$ cat config.mk
export PLATFORM = sky130hd
export DESIGN_NAME = lcsa_back
export DESIGN_NICKNAME = d
export VERILOG_FILES = /design/src/sv/lcsa_pkg.sv /design/src/sv/lcsa_div.sv /design/src/sv/lcsa_cordic.sv /design/src/sv/lcsa_back.sv
export SDC_FILE = /design/constraint.sdc
export NUM_CORES = 2
export LEC_CHECK = 0
export ABC_AREA = 1
export BUFFER_PORTS_ARGS = -buffer_cell sky130_fd_sc_hd__buf_2
export CAP_MARGIN = 20
export CELL_PAD_IN_SITES_DETAIL_PLACEMENT = 0
export CELL_PAD_IN_SITES_GLOBAL_PLACEMENT = 2
export CORE_AREA = 2 2 456 458
export CTS_BUF_LIST = sky130_fd_sc_hd__clkbuf_16
export CTS_CLUSTER_DIAMETER = 100
export DETAILED_ROUTE_END_ITERATION = 8
export DIE_AREA = 0 0 458 460
export HOLD_SLACK_MARGIN = 0.08
export PLACE_DENSITY_LB_ADDON = 0.1
export SYNTH_ARGS = -nofsm -noshare
export SYNTH_HDL_FRONTEND = slang
export SYNTH_SLANG_ARGS = --single-unit
$ cat constraint.sdc
create_clock -name clk_i -period 19.02 [get_ports clk_i]
set_clock_uncertainty 0.05 [all_clocks]
set_input_delay 3.804 -clock clk_i [delete_from_list [all_inputs] [get_ports clk_i]]
set_output_delay 3.804 -clock clk_i [all_outputs]
set_load 0.005 [all_outputs]
$ cat src/sv/lcsa_pkg.sv
// ----------------------------------------------------------------------------
// lcsa_pkg
// shared types, constants and the arctangent table of the line fit block
// ----------------------------------------------------------------------------
`default_nettype none

package lcsa_pkg;

  // shared divider geometry
  localparam int unsigned DIV_NUM_W = 26;
  localparam int unsigned DIV_DEN_W = 12;
  localparam int unsigned DIV_CNT_W = 5;

  // cordic geometry
  localparam int unsigned CORDIC_W     = 45;
  localparam int unsigned ANG_Z_W      = 26;
  localparam int unsigned CORDIC_STEPS = 23;
  localparam int unsigned STEP_W       = 5;
  localparam logic signed [CORDIC_W-1:0] NORM_LIMIT = 45'sh100_0000_0000;

  // front to back queue
  localparam int unsigned QUEUE_DEPTH = 4;
  localparam int unsigned QPTR_W      = 2;

  localparam logic [13:0] ACC_MAX    = 14'd16383;
  localparam logic [7:0]  CNT_MAX    = 8'd255;
  localparam logic [7:0]  CODE_MAX   = 8'd254;
  localparam logic [7:0]  MASS_EMPTY = 8'd127;
  localparam logic [15:0] ANGLE_CAP  = 16'd23040;

  // register indexes
  localparam logic [2:0] REG_BAND_FIRST_ROW = 3'd0;
  localparam logic [2:0] REG_BAND_ROW_COUNT = 3'd1;
  localparam logic [2:0] REG_MASS_ROW       = 3'd2;
  localparam logic [2:0] REG_MASS_COL_MIN   = 3'd3;
  localparam logic [2:0] REG_MASS_COL_MAX   = 3'd4;
  localparam logic [2:0] REG_ANGLE_CENTER   = 3'd5;
  localparam logic [2:0] REG_ANGLE_GAIN     = 3'd6;

  typedef struct packed {
    logic [6:0]  band_first_row;
    logic [5:0]  band_row_count;
    logic [6:0]  mass_row;
    logic [7:0]  mass_col_min;
    logic [7:0]  mass_col_max;
    logic [7:0]  angle_center;
    logic [15:0] angle_gain;
  } cfg_t;

  typedef struct packed {
    logic        close;
    logic        frame;
    logic [6:0]  row;
    logic [13:0] weight;
    logic [7:0]  count;
    logic [13:0] mass_weight;
    logic [7:0]  mass_count;
  } entry_t;

  typedef struct packed {
    logic                 start;
    logic [DIV_NUM_W-1:0] num;
    logic [DIV_DEN_W-1:0] den;
  } div_req_t;

  typedef struct packed {
    logic                 done;
    logic [DIV_NUM_W-1:0] quot;
  } div_rsp_t;

  typedef struct packed {
    logic                       start;
    logic signed [CORDIC_W-1:0] x;
    logic signed [CORDIC_W-1:0] y;
  } cor_req_t;

  typedef struct packed {
    logic               done;
    logic [ANG_Z_W-1:0] z;
  } cor_rsp_t;

  typedef enum logic [1:0] {
    C_IDLE,
    C_NORM,
    C_ITER
  } cordic_state_e;

  typedef enum logic [3:0] {
    B_IDLE,
    B_ROW_DIV,
    B_ROW_ACC,
    B_MASS,
    B_MASS_DIV1,
    B_MASS_SUB,
    B_MASS_DIV2,
    B_ANG_MUL,
    B_ANG_SUB,
    B_CORDIC,
    B_ANG_MUL2,
    B_ANG_FIN,
    B_OUT
  } back_state_e;

  // atan(2^-i) in degrees, scaled by 65536
  function automatic logic [21:0] atan_entry(input logic [STEP_W-1:0] i);
    logic [21:0] v;
    case (i)
      5'd0:    v = 22'd2949120;
      5'd1:    v = 22'd1740967;
      5'd2:    v = 22'd919879;
      5'd3:    v = 22'd466945;
      5'd4:    v = 22'd234378;
      5'd5:    v = 22'd117304;
      5'd6:    v = 22'd58666;
      5'd7:    v = 22'd29335;
      5'd8:    v = 22'd14668;
      5'd9:    v = 22'd7334;
      5'd10:   v = 22'd3667;
      5'd11:   v = 22'd1833;
      5'd12:   v = 22'd917;
      5'd13:   v = 22'd458;
      5'd14:   v = 22'd229;
      5'd15:   v = 22'd115;
      5'd16:   v = 22'd57;
      5'd17:   v = 22'd29;
      5'd18:   v = 22'd14;
      5'd19:   v = 22'd7;
      5'd20:   v = 22'd4;
      5'd21:   v = 22'd2;
      5'd22:   v = 22'd1;
      default: v = 22'd0;
    endcase
    return v;
  endfunction

endpackage

`default_nettype wire

$ cat src/sv/lcsa_div.sv
// ----------------------------------------------------------------------------
// lcsa_div
// restoring unsigned divider, one quotient bit per cycle
// ----------------------------------------------------------------------------
`default_nettype none

module lcsa_div (
  input  wire logic               clk_i,
  input  wire logic               rst_ni,
  input  wire lcsa_pkg::div_req_t req_i,
  output lcsa_pkg::div_rsp_t      rsp_o
);

  localparam int unsigned NW = lcsa_pkg::DIV_NUM_W;
  localparam int unsigned DW = lcsa_pkg::DIV_DEN_W;

  logic [NW-1:0] quo_q;
  logic [DW-1:0] rem_q, den_q;
  logic [lcsa_pkg::DIV_CNT_W-1:0] cnt_q;
  logic          busy_q, done_q;
  logic [DW:0]   trial, diff;
  logic          ge;

  always_comb begin
    trial = {rem_q, quo_q[NW-1]};
    diff  = trial - {1'b0, den_q};
    ge    = trial >= {1'b0, den_q};
  end

  assign rsp_o.done = done_q;
  assign rsp_o.quot = quo_q;

  always_ff @(posedge clk_i or negedge rst_ni) begin
    if (!rst_ni) begin
      busy_q <= 1'b0;
      done_q <= 1'b0;
      cnt_q  <= '0;
    end else if (req_i.start) begin
      busy_q <= 1'b1;
      done_q <= 1'b0;
      cnt_q  <= lcsa_pkg::DIV_CNT_W'(NW);
    end else if (busy_q) begin
      cnt_q <= cnt_q - 1'b1;
      if (cnt_q == lcsa_pkg::DIV_CNT_W'(1)) begin
        busy_q <= 1'b0;
        done_q <= 1'b1;
      end
    end else begin
      done_q <= 1'b0;
    end
  end

  always_ff @(posedge clk_i) begin
    if (req_i.start) begin
      quo_q <= req_i.num;
      rem_q <= '0;
      den_q <= req_i.den;
    end else if (busy_q) begin
      quo_q <= {quo_q[NW-2:0], ge};
      rem_q <= ge ? diff[DW-1:0] : trial[DW-1:0];
    end
  end

endmodule

`default_nettype wire

$ cat src/sv/lcsa_cordic.sv
// ----------------------------------------------------------------------------
// lcsa_cordic
// vectoring cordic arctangent in degrees, normalize then 23 rotations
// ----------------------------------------------------------------------------
`default_nettype none

module lcsa_cordic (
  input  wire logic               clk_i,
  input  wire logic               rst_ni,
  input  wire lcsa_pkg::cor_req_t req_i,
  output lcsa_pkg::cor_rsp_t      rsp_o
);

  localparam int unsigned W  = lcsa_pkg::CORDIC_W;
  localparam int unsigned ZW = lcsa_pkg::ANG_Z_W;

  lcsa_pkg::cordic_state_e state_q, state_d;
  logic signed [W-1:0]  x_q, y_q, xs, ys;
  logic signed [ZW-1:0] z_q, tab;
  logic [lcsa_pkg::STEP_W-1:0] i_q;
  logic done_q, below_lim;

  always_comb begin
    xs        = x_q >>> i_q;
    ys        = y_q >>> i_q;
    tab       = $signed({4'd0, lcsa_pkg::atan_entry(i_q)});
    below_lim = (x_q < lcsa_pkg::NORM_LIMIT) && (y_q < lcsa_pkg::NORM_LIMIT);
  end

  always_comb begin
    state_d = state_q;
    case (state_q)
      lcsa_pkg::C_IDLE: begin
        if (req_i.start) state_d = lcsa_pkg::C_NORM;
      end
      lcsa_pkg::C_NORM: begin
        if (!below_lim) state_d = lcsa_pkg::C_ITER;
      end
      lcsa_pkg::C_ITER: begin
        if (i_q == lcsa_pkg::STEP_W'(lcsa_pkg::CORDIC_STEPS - 1)) state_d = lcsa_pkg::C_IDLE;
      end
      default: state_d = lcsa_pkg::C_IDLE;
    endcase
  end

  always_ff @(posedge clk_i or negedge rst_ni) begin
    if (!rst_ni) begin
      state_q <= lcsa_pkg::C_IDLE;
      done_q  <= 1'b0;
    end else begin
      state_q <= state_d;
      done_q  <= (state_q == lcsa_pkg::C_ITER) && (state_d == lcsa_pkg::C_IDLE);
    end
  end

  always_ff @(posedge clk_i) begin
    case (state_q)
      lcsa_pkg::C_IDLE: begin
        if (req_i.start) begin
          x_q <= req_i.x;
          y_q <= req_i.y;
          z_q <= '0;
          i_q <= '0;
        end
      end
      lcsa_pkg::C_NORM: begin
        if (below_lim) begin
          x_q <= x_q <<< 1;
          y_q <= y_q <<< 1;
        end
      end
      lcsa_pkg::C_ITER: begin
        if (y_q >= 0) begin
          x_q <= x_q + ys;
          y_q <= y_q - xs;
          z_q <= z_q + tab;
        end else begin
          x_q <= x_q - ys;
          y_q <= y_q + xs;
          z_q <= z_q - tab;
        end
        i_q <= i_q + 1'b1;
      end
      default: ;
    endcase
  end

  assign rsp_o.done = done_q;
  assign rsp_o.z    = (z_q < 0) ? '0 : z_q;

endmodule

`default_nettype wire

$ cat src/sv/lcsa_back.sv
// ----------------------------------------------------------------------------
// lcsa_back
// row centroid division, regression sums, mass code and angle code
// ----------------------------------------------------------------------------
`default_nettype none

module lcsa_back #(
  parameter int MAX_BAND_ROWS = 32
) (
  input  wire logic             clk_i,
  input  wire logic             rst_ni,
  input  wire lcsa_pkg::cfg_t   cfg_i,
  input  wire logic             q_empty_i,
  input  wire lcsa_pkg::entry_t q_data_i,
  output logic                  q_pop_o,
  input  wire logic             pop_i,
  output logic                  out_valid_o,
  output logic [7:0]            mass_code_o,
  output logic [7:0]            angle_code_o,
  output logic [5:0]            sample_rows_o
);

  localparam logic [5:0] SAMPLE_CAP = (MAX_BAND_ROWS > 63) ? 6'd63 : 6'(MAX_BAND_ROWS);

  lcsa_pkg::back_state_e state_q, state_d;
  lcsa_pkg::div_req_t    div_req;
  lcsa_pkg::div_rsp_t    div_rsp;
  lcsa_pkg::cor_req_t    cor_req;
  lcsa_pkg::cor_rsp_t    cor_rsp;

  lcsa_pkg::entry_t ent_q;
  logic [15:0] c_q;
  logic [5:0]  sc_q;
  logic [11:0] srow_q;
  logic [20:0] scen_q;
  logic [18:0] ssq_q;
  logic [27:0] src_q;
  logic [17:0] x_q;
  logic [7:0]  mass_q, ang_q;
  logic [33:0] p1_q;
  logic [32:0] p2_q;
  logic [24:0] p3_q;
  logic [23:0] p4_q;
  logic        neg_q;
  logic signed [15:0] a_q;
  logic signed [32:0] prod_q;
  logic        out_valid_q;

  logic [11:0] lo, span, mx5;
  logic signed [18:0] mdiff;
  logic [17:0] w10;
  logic [15:0] cen_sat;
  logic [13:0] rr;
  logic [22:0] rcp;
  logic signed [34:0] num, nadj, nabs;
  logic signed [25:0] den, dabs;
  logic        nneg;
  logic [17:0] zt;
  logic [15:0] amag;
  logic [32:0] pm;
  logic signed [17:0] qs, asum;
  logic [7:0]  ctr_clamp;

  lcsa_div u_div (
    .clk_i  (clk_i),
    .rst_ni (rst_ni),
    .req_i  (div_req),
    .rsp_o  (div_rsp)
  );

  lcsa_cordic u_cordic (
    .clk_i  (clk_i),
    .rst_ni (rst_ni),
    .req_i  (cor_req),
    .rsp_o  (cor_rsp)
  );

  always_comb begin
    lo      = {4'd0, cfg_i.mass_col_min} * 12'd10;
    span    = ({4'd0, cfg_i.mass_col_max} - {4'd0, cfg_i.mass_col_min}) * 12'd10;
    mx5     = ({4'd0, cfg_i.mass_col_min} + {4'd0, cfg_i.mass_col_max}) * 12'd5;
    mdiff   = $signed({1'b0, x_q}) - $signed({7'd0, lo});
    w10     = {4'd0, ent_q.mass_weight} * 18'd10;
    cen_sat = (div_rsp.quot[25:16] != '0) ? 16'hFFFF : div_rsp.quot[15:0];
    rr      = {7'd0, ent_q.row} * {7'd0, ent_q.row};
    rcp     = {16'd0, ent_q.row} * {7'd0, c_q};
    num     = $signed({1'b0, p1_q}) - $signed({2'b0, p2_q});
    den     = $signed({1'b0, p3_q}) - $signed({2'b0, p4_q});
    dabs    = (den < 0) ? -den : den;
    nadj    = (den < 0) ? -num : num;
    nneg    = nadj < 0;
    nabs    = nneg ? -nadj : nadj;
    zt      = cor_rsp.z[lcsa_pkg::ANG_Z_W-1:8];
    amag    = (zt > {2'd0, lcsa_pkg::ANGLE_CAP}) ? lcsa_pkg::ANGLE_CAP : zt[15:0];
    pm      = (prod_q < 0) ? 33'(-prod_q) : 33'(prod_q);
    qs      = (prod_q < 0) ? -$signed({1'b0, pm[32:16]}) : $signed({1'b0, pm[32:16]});
    asum    = $signed({10'd0, cfg_i.angle_center}) + qs;
    ctr_clamp = (cfg_i.angle_center > lcsa_pkg::CODE_MAX) ? lcsa_pkg::CODE_MAX
                                                         : cfg_i.angle_center;
  end

  // next state and unit requests
  always_comb begin
    state_d       = state_q;
    q_pop_o       = 1'b0;
    div_req.start = 1'b0;
    div_req.num   = lcsa_pkg::DIV_NUM_W'({q_data_i.weight, 8'd0});
    div_req.den   = {4'd0, q_data_i.count};
    cor_req.start = 1'b0;
    cor_req.x     = $signed({11'd0, dabs, 8'd0});
    cor_req.y     = $signed({10'd0, nabs});
    case (state_q)
      lcsa_pkg::B_IDLE: begin
        if (!q_empty_i) begin
          q_pop_o = 1'b1;
          if (q_data_i.close) begin
            div_req.start = 1'b1;
            state_d = lcsa_pkg::B_ROW_DIV;
          end else begin
            state_d = lcsa_pkg::B_MASS;
          end
        end
      end
      lcsa_pkg::B_ROW_DIV: begin
        if (div_rsp.done) state_d = lcsa_pkg::B_ROW_ACC;
      end
      lcsa_pkg::B_ROW_ACC: begin
        state_d = ent_q.frame ? lcsa_pkg::B_MASS : lcsa_pkg::B_IDLE;
      end
      lcsa_pkg::B_MASS: begin
        if (cfg_i.mass_col_max <= cfg_i.mass_col_min) begin
          state_d = lcsa_pkg::B_ANG_MUL;
        end else if (ent_q.mass_count != 8'd0) begin
          div_req.start = 1'b1;
          div_req.num   = lcsa_pkg::DIV_NUM_W'(w10);
          div_req.den   = {4'd0, ent_q.mass_count};
          state_d = lcsa_pkg::B_MASS_DIV1;
        end else begin
          state_d = lcsa_pkg::B_MASS_SUB;
        end
      end
      lcsa_pkg::B_MASS_DIV1: begin
        if (div_rsp.done) state_d = lcsa_pkg::B_MASS_SUB;
      end
      lcsa_pkg::B_MASS_SUB: begin
        if (mdiff < 0) begin
          state_d = lcsa_pkg::B_ANG_MUL;
        end else begin
          div_req.start = 1'b1;
          div_req.num   = lcsa_pkg::DIV_NUM_W'(mdiff[17:0]) * lcsa_pkg::DIV_NUM_W'(254);
          div_req.den   = span;
          state_d = lcsa_pkg::B_MASS_DIV2;
        end
      end
      lcsa_pkg::B_MASS_DIV2: begin
        if (div_rsp.done) state_d = lcsa_pkg::B_ANG_MUL;
      end
      lcsa_pkg::B_ANG_MUL: begin
        state_d = (sc_q < 6'd2) ? lcsa_pkg::B_OUT : lcsa_pkg::B_ANG_SUB;
      end
      lcsa_pkg::B_ANG_SUB: begin
        if (den == 0) begin
          state_d = lcsa_pkg::B_ANG_MUL2;
        end else begin
          cor_req.start = 1'b1;
          state_d = lcsa_pkg::B_CORDIC;
        end
      end
      lcsa_pkg::B_CORDIC: begin
        if (cor_rsp.done) state_d = lcsa_pkg::B_ANG_MUL2;
      end
      lcsa_pkg::B_ANG_MUL2: state_d = lcsa_pkg::B_ANG_FIN;
      lcsa_pkg::B_ANG_FIN:  state_d = lcsa_pkg::B_OUT;
      lcsa_pkg::B_OUT: begin
        if (!out_valid_q) state_d = lcsa_pkg::B_IDLE;
      end
      default: state_d = lcsa_pkg::B_IDLE;
    endcase
  end

  always_ff @(posedge clk_i or negedge rst_ni) begin
    if (!rst_ni) begin
      state_q <= lcsa_pkg::B_IDLE;
    end else begin
      state_q <= state_d;
    end
  end

  // regression sums and result register
  always_ff @(posedge clk_i or negedge rst_ni) begin
    if (!rst_ni) begin
      sc_q        <= '0;
      srow_q      <= '0;
      scen_q      <= '0;
      ssq_q       <= '0;
      src_q       <= '0;
      out_valid_q <= 1'b0;
    end else begin
      if (state_q == lcsa_pkg::B_ROW_ACC && sc_q < SAMPLE_CAP) begin
        srow_q <= srow_q + {5'd0, ent_q.row};
        scen_q <= scen_q + {5'd0, c_q};
        ssq_q  <= ssq_q + {5'd0, rr};
        src_q  <= src_q + {5'd0, rcp};
        sc_q   <= sc_q + 6'd1;
      end
      if (state_q == lcsa_pkg::B_OUT && !out_valid_q) begin
        out_valid_q <= 1'b1;
        sc_q        <= '0;
        srow_q      <= '0;
        scen_q      <= '0;
        ssq_q       <= '0;
        src_q       <= '0;
      end else if (pop_i && out_valid_q) begin
        out_valid_q <= 1'b0;
      end
    end
  end

  // working registers
  always_ff @(posedge clk_i) begin
    case (state_q)
      lcsa_pkg::B_IDLE: begin
        if (!q_empty_i) ent_q <= q_data_i;
      end
      lcsa_pkg::B_ROW_DIV: begin
        if (div_rsp.done) c_q <= cen_sat;
      end
      lcsa_pkg::B_MASS: begin
        if (cfg_i.mass_col_max <= cfg_i.mass_col_min) begin
          mass_q <= lcsa_pkg::MASS_EMPTY;
        end else begin
          x_q <= {6'd0, mx5};
        end
      end
      lcsa_pkg::B_MASS_DIV1: begin
        if (div_rsp.done) x_q <= div_rsp.quot[17:0];
      end
      lcsa_pkg::B_MASS_SUB: begin
        if (mdiff < 0) mass_q <= 8'd0;
      end
      lcsa_pkg::B_MASS_DIV2: begin
        if (div_rsp.done) begin
          mass_q <= (div_rsp.quot > lcsa_pkg::DIV_NUM_W'(lcsa_pkg::CODE_MAX))
                    ? lcsa_pkg::CODE_MAX : div_rsp.quot[7:0];
        end
      end
      lcsa_pkg::B_ANG_MUL: begin
        p1_q <= 34'(sc_q) * 34'(src_q);
        p2_q <= 33'(scen_q) * 33'(srow_q);
        p3_q <= 25'(sc_q) * 25'(ssq_q);
        p4_q <= 24'(srow_q) * 24'(srow_q);
        if (sc_q < 6'd2) ang_q <= ctr_clamp;
      end
      lcsa_pkg::B_ANG_SUB: begin
        neg_q <= nneg;
        if (den == 0) a_q <= '0;
      end
      lcsa_pkg::B_CORDIC: begin
        if (cor_rsp.done) a_q <= neg_q ? -$signed(amag) : $signed(amag);
      end
      lcsa_pkg::B_ANG_MUL2: begin
        prod_q <= a_q * $signed({1'b0, cfg_i.angle_gain});
      end
      lcsa_pkg::B_ANG_FIN: begin
        if (asum < 0) begin
          ang_q <= 8'd0;
        end else if (asum > $signed({10'd0, lcsa_pkg::CODE_MAX})) begin
          ang_q <= lcsa_pkg::CODE_MAX;
        end else begin
          ang_q <= asum[7:0];
        end
      end
      lcsa_pkg::B_OUT: begin
        if (!out_valid_q) begin
          mass_code_o   <= mass_q;
          angle_code_o  <= ang_q;
          sample_rows_o <= sc_q;
        end
      end
      default: ;
    endcase
  end

  assign out_valid_o = out_valid_q;

endmodule

`default_nettype wire

Word level (Yosys, flattened, before mapping)
Memory sizes are Yosys's and may differ from the RTL's. A register that Yosys moved wholly into a read port is not among the register bits.
Cells that the tools add are included.
Word-level totals
  memories: 1
  bits of input ports: 117
  bits in registers: 540
  bits in read-only memories: 704
  logic and storage cells: 248
Cells by class
  shifts and indexed selects: 2
  equal/unequal tests: 30
  $mul: 12
  reductions and logical operators: 31
  bitwise operators: 2
  muxes and demuxes: 90
  add/sub/neg operators: 26
  $lt $le $gt $ge: 17
Memory list
  (no name shown): depth 32, width 22, rd ports 1, clocked after Yosys merged registers in 1, wr ports 0, line lcsa_pkg.sv:107  | case (i)
Operator list (count)
  2-to-1 mux 45 bit: 6
  case mux 45 bit (3 select lines): 2
  2-to-1 mux 26 bit: 6
  2-to-1 mux 39 bit: 3
  adder 45 bit: 2
  < comparator 45 x 42 -> 1 bit, second input constant: 2
  >>> shifter 45 x 5 -> 45 bit: 2
  subtractor 45 bit: 2
  case mux 38 bit (2 select lines): 1
  2-to-1 mux 35 bit: 2
  negator 35 bit: 2
  2-to-1 mux 16 bit: 4
  2-to-1 mux 8 bit: 8
  2-to-1 mux 28 bit: 2
  2-to-1 mux 18 bit: 3
  < comparator 26 x 1 -> 1 bit, second input constant: 2
  case mux 26 bit (2 select lines): 1
  case mux 4 bit (13 select lines): 1
  >= comparator 45 x 1 -> 1 bit, second input constant: 1
  2-to-1 mux 21 bit: 2
  2-to-1 mux 19 bit: 2
  2-to-1 mux 12 bit: 3
  case mux 18 bit (2 select lines): 1
  < comparator 35 x 1 -> 1 bit, second input constant: 1
  81 further kinds: 149

Depth between registers and ports, before layout
  depth after elaboration: 9
  gate-level depth with buffers: 41
  gate-level depth less buffers: 41

Modules after synthesis
A second synthesis with hierarchy kept.
Unflattened totals
  cells, all modules: 12058
  area total of the unflattened synthesis: 87311.2 um^2
Modules (own cells, without submodules)
  lcsa_back: sequential area each 10294.9 um^2, times used 1, area each 62113.3 um^2, cells each 7985
  lcsa_cordic: sequential area each 4149.0 um^2, times used 1, area each 22004.9 um^2, cells each 3685
  lcsa_div: sequential area each 1556.5 um^2, times used 1, area each 3193.1 um^2, cells each 388

Worst setup path after synthesis
Ideal clock, no wire load.
  path type: in2reg
  from: input cfg_i[33] in the netlist's numbering
  to: register u_div.quo_q[25] (data pin)
  cell stages on the path: 33
  path slack: 8742 ps
  setup time: 254 ps
  data arrival time: 9974 ps
  path buffers: 0
  path through: ha_1 > ha_1 > fa_1 > xnor2_1 > ha_1 > inv_1 > o21ai_0 > a21oi_1 > o21bai_1 > xor2_1 > inv_1 > fa_1 > inv_1 > fa_1 > inv_1 > fa_1 > inv_1 > fa_1 > ha_1 > a21oi_1 > o21ai_0 > a21oi_1 > o21ai_1 > nand2_1 > nand2_1 > a21boi_1 > o21ai_0 > nand2_1 > nand2_1 > a21oi_1 > nand2_1 > nand3_1 > nand2_1
On the way
  longest elaborated chain between the ends: 6
  elaborated cells between the ends (all ways): 10
  classes of those cells: add/sub (1); mul (2); order compare (2); mux (5)
RTL lines
  start, declared: line lcsa_back.sv:12  | input wire lcsa_pkg::cfg_t cfg_i,
  multiplier 8 x 3 -> 11 bit: line lcsa_back.sv:79  | lo = {4'd0, cfg_i.mass_col_min} * 12'd10;
  subtractor 18 x 12 -> 19 bit: line lcsa_back.sv:82  | mdiff = $signed({1'b0, x_q}) - $signed({7'd0, lo});
  multiplier 18 x 7 -> 25 bit / < comparator 19 x 1 -> 1 bit (equally long branches): line lcsa_back.sv:150, lcsa_back.sv:146
  2-to-1 mux 39 bit: line lcsa_back.sv:146  | if (mdiff < 0) begin
  case mux 38 bit (2 select lines) / case mux 1 bit (3 select lines) (equally long branches): line lcsa_back.sv:112  | case (state_q)
  2-to-1 mux 26 bit (*): line lcsa_div.sv:54  | if (req_i.start) begin
  end signal, assigned: line lcsa_div.sv:55  | quo_q <= req_i.num;
  end signal, assigned: line lcsa_div.sv:59  | quo_q <= {quo_q[NW-2:0], ge};
  end, declared: line lcsa_div.sv:17  | logic [NW-1:0] quo_q;
Mark *: on every way between the ends. The rest lies on a longest branch, timed or not.
A chain may end at the register's enable or synchronous reset.

Worst setup path in the final report
Same ends and word-level chain as after synthesis.

==> flow_results.xml <==
<?xml version="1.0" encoding="UTF-8"?>
<metrics>
  <group name="die">
    <metric name="placement_rows" unit="">167</metric>
    <metric name="chipHeight" unit="um">460</metric>
    <metric name="die_area" unit="um2">211000</metric>
    <metric name="dieWidth" unit="um">458</metric>
    <metric name="floorplan.initialDensity" unit="%">41.8</metric>
    <metric name="core-area" unit="um2">206000</metric>
    <metric name="pin_count" unit="">141</metric>
  </group>
  <group name="clocking">
    <metric name="ctsResizeCount" unit="">0</metric>
    <metric name="clk_pin_slew" unit="ns">0.06</metric>
    <metric name="clock-root-buffer" unit="">sky130_fd_sc_hd__clkbuf_16</metric>
    <metric name="cts.hold.buffers_added" unit="">0</metric>
    <metric name="post-cts-setup-buffer-count" unit="">0</metric>
    <metric name="cts.sink_count" unit="">561</metric>
    <metric name="tritoncts" unit="">yes</metric>
    <metric name="ctsLongestPathBuffers" unit="">3</metric>
    <metric name="clock_latency_on_the_worst_skew_pair" unit="ns">0.77</metric>
    <metric name="h-tree-depth" unit="">3</metric>
    <metric name="cts-buffers-inserted" unit="">83</metric>
  </group>
  <group name="global_routing">
    <metric name="globalRouteTotalUtil" unit="%">25.0</metric>
    <metric name="grt_overflow_total" unit="">0</metric>
    <metric name="grt_antenna_before_repair" unit="">7</metric>
    <metric name="grt_max_degree" unit="">88</metric>
    <metric name="first_global_vias" unit="">74709</metric>
    <metric name="grt_pass1_wl" unit="mm">417</metric>
  </group>
  <group name="worst_setup_path">
    <metric name="worst_path_largest_cell_delay" unit="ns">0.52</metric>
    <metric name="worst_setup_path_start_kind" unit="">input pin</metric>
    <metric name="critical_path.n_buffers_inverters" unit="">4</metric>
    <metric name="critical_path.slowest_cell" unit="">sky130_fd_sc_hd__fa_1</metric>
    <metric name="worstRegToRegCells" unit="">33</metric>
    <metric name="cp.arrival" unit="ns">11.21</metric>
    <metric name="worstSetupPathType" unit="">input pin to register</metric>
    <metric name="critical_path.max_fanout" unit="">4</metric>
    <metric name="critical_path.endpoint_type" unit="">register</metric>
    <metric name="critical_path.most_common_cell" unit="">sky130_fd_sc_hd__nand2_1</metric>
    <metric name="critical-path-top-delay-family" unit="">adder cells</metric>
    <metric name="setup.reg_to_reg.worst_slack" unit="ns">10.04</metric>
    <metric name="r2r-start" unit="">u_cordic.i_q[0]$_DFFE_PP_</metric>
    <metric name="capture_instance_of_the_worst_register_to_register_path" unit="">u_cordic.y_q[40]$_DFFE_PP_</metric>
    <metric name="critPathRequiredTime" unit="ns">19.46</metric>
  </group>
  <group name="worst_hold_path">
    <metric name="whs_endpoint" unit="">angle_code_o[2]$_DFFE_PP_</metric>
    <metric name="timing.hold.worst.class" unit="">register to register</metric>
    <metric name="min_delay_path_depth" unit="">0</metric>
    <metric name="timing.hold.worst.start" unit="">ang_q[2]$_DFFE_PP_</metric>
  </group>
  <group name="timing">
    <metric name="slew_viol_final" unit="">0</metric>
    <metric name="layout_worst_path_cycle_share" unit="%">56.6</metric>
    <metric name="final.setup.tns" unit="ns">0</metric>
    <metric name="rsz_0062_raised_after_global_routing" unit="">false</metric>
    <metric name="setup_viol" unit="">0</metric>
    <metric name="hold_violations" unit="">0</metric>
    <metric name="worst-slew-pin-transition" unit="ns">1.21</metric>
    <metric name="period_needed" unit="ns">10.76</metric>
    <metric name="max_freq" unit="MHz">92.9</metric>
    <metric name="slew_headroom" unit="%">18.9</metric>
  </group>
  <group name="final_layout">
    <metric name="multi_input_area" unit="um2">59700</metric>
    <metric name="fillers" unit="">21320</metric>
    <metric name="layout-area-overhead-vs-synth" unit="%">6.72</metric>
    <metric name="mostFrequentLayoutCell" unit="">sky130_fd_sc_hd__nand2_1</metric>
    <metric name="final_net_count" unit="">13432</metric>
    <metric name="layout_common_cells" unit="">3143 x sky130_fd_sc_hd__nand2_1, 2311 x sky130_fd_sc_hd__inv_1, 821 x sky130_fd_sc_hd__fa_1</metric>
    <metric name="final_layout_size_suffix_gt1_share" unit="%">4.66</metric>
    <metric name="sequential_cell_area" unit="um2">16000</metric>
  </group>
  <group name="routing">
    <metric name="postRouteWirelength" unit="mm">264</metric>
    <metric name="drt-vias-per-instance" unit="">5.14</metric>
    <metric name="wl_per_cell" unit="um">18.2</metric>
    <metric name="drt_first_iter_violations" unit="">4837</metric>
    <metric name="length_of_the_first_detailed_routing_pass_in_iterations" unit="">5</metric>
    <metric name="drcViolationCount" unit="">0</metric>
    <metric name="final_antenna_net_count" unit="">0</metric>
    <metric name="vias" unit="">74432</metric>
  </group>
  <group name="placement">
    <metric name="port_buffers" unit="">120</metric>
    <metric name="routabilityCongestion" unit="">0.915</metric>
    <metric name="dpl.hpwl" unit="mm">213</metric>
  </group>
  <group name="synthesis">
    <metric name="ys.warnings.count" unit="">0</metric>
    <metric name="synth_top_flop_cell" unit="">sky130_fd_sc_hd__edfxtp_1</metric>
    <metric name="synth.avg_cell_area" unit="um2">7.29</metric>
    <metric name="edff_count_synth" unit="">426</metric>
    <metric name="synthesis.nets" unit="">13523</metric>
    <metric name="post_synth_inst_count" unit="">11799</metric>
    <metric name="synth.cell_area" unit="um2">86000</metric>
    <metric name="synth_seq_cells" unit="">561</metric>
    <metric name="async_flop_share" unit="%">18.0</metric>
    <metric name="synth.lib_cells_used.distinct" unit="">84</metric>
    <metric name="seq_area_frac_synth" unit="%">18.6</metric>
  </group>
  <group name="status">
    <metric name="outcome" unit="">completed</metric>
  </group>
  <group name="job">
    <metric name="max_cap_violations" unit="">0</metric>
  </group>
</metrics>
## worst max path at each step
stage | from | end | depth (start not counted) | slack (ns)
after floorplan | cfg_i[33] | u_div.quo_q[25]$_DFFE_PP_ | 33 | 8.74
after global placement | cfg_i[33] | u_div.quo_q[25]$_DFFE_PP_ | 36 | 7.50
after detailed placement | cfg_i[33] | u_div.quo_q[25]$_DFFE_PP_ | 36 | 7.53
after CTS | cfg_i[33] | u_div.quo_q[25]$_DFFE_PP_ | 36 | 8.33
after global routing | cfg_i[33] | u_div.quo_q[25]$_DFFE_PP_ | 36 | 7.76
final | cfg_i[33] | u_div.quo_q[25]$_DFFE_PP_ | 36 | 8.26
## routing by layer
metal	vias to the layer above	track usage [%]	routed length, um
li1	37005	-	-
met1	35615	35.0	125000
met2	1541	40.8	120000
met3	267	3.18	13000
met4	4	6.49	6520
met5	-	0	24
## registers in the layout, summed over array words and instances (netlist names), 12 cells and up
name,flops
a_q,16
c_q,16
ent_q,30
p1_q,34
p2_q,33
p3_q,25
p4_q,23
prod_q,33
scen_q,21
src_q,28
srow_q,12
ssq_q,19
u_cordic.tab,22
u_cordic.x_q,45
u_cordic.y_q,45
u_cordic.z_q,26
u_div.den_q,12
u_div.quo_q,26
u_div.rem_q,12
x_q,18
## cell families (layout without fill, tap and decap cells)
family                     after synthesis  count (layout)  share of synthesized area (%)
AOI/OAI and AO/OA                     1781            1781                           11.7
xor gates and xnor gates               396             396                           4.07
DFF                                    561             561                           18.6
other                                    0               6                              0
muxes                                   60              60                          0.699
and+or+nand+nor                       4684            4684                           22.3
adders and majority gates             1607            1607                           30.5
buffers and inverters                 2710            2688                           12.1
## final cells by class
class | count | area share (%)
multi-input cells | 8528 | 65.0
clock buffers | 84 | 2.29
repair buffers | 200 | 1.34
well taps | 2704 | 3.68
clock inverters | 70 | 0.730
diodes | 6 | 0.0164
inverters | 2334 | 9.55
flip-flops and latches | 561 | 17.4
## cells in the mapped netlist (121+ instances only)
| cell | number | area share (%) |
|---|---|---|
| sky130_fd_sc_hd__clkbuf_1 | 250 | 1.1 |
| sky130_fd_sc_hd__xnor2_1 | 121 | 1.2 |
| sky130_fd_sc_hd__nand2_1 | 3143 | 14 |
| sky130_fd_sc_hd__fa_1 | 821 | 19 |
| sky130_fd_sc_hd__a21oi_1 | 643 | 3.7 |
| sky130_fd_sc_hd__nand3_1 | 374 | 2.2 |
| sky130_fd_sc_hd__ha_1 | 786 | 11 |
| sky130_fd_sc_hd__o21ai_0 | 540 | 3.1 |
| sky130_fd_sc_hd__o21ai_1 | 159 | 0.92 |
| sky130_fd_sc_hd__nor2_1 | 751 | 3.3 |
| sky130_fd_sc_hd__xor2_1 | 272 | 2.8 |
| sky130_fd_sc_hd__inv_1 | 2298 | 10 |
| sky130_fd_sc_hd__edfxtp_1 | 426 | 15 |
## stage by stage
stage                     hold WS [ns]  util (%)  std cells  area [um2]  setup slack (ns)
after floorplan                  0.350         -      11799       86000              8.74
after CTS                        0.365      44.5      14480       91800              8.33
after detailed placement         0.357      43.2      14326       89000              7.53
after global routing             0.373      44.6      14483       91800              7.76
final                            0.368      44.6      14487       91800              8.26
after global placement           0.354      43.2      14326       89000              7.50
Power is left out: the tool's default activity adds up to more than one toggle a clock period on the data nets, which glitch-free logic cannot reach.
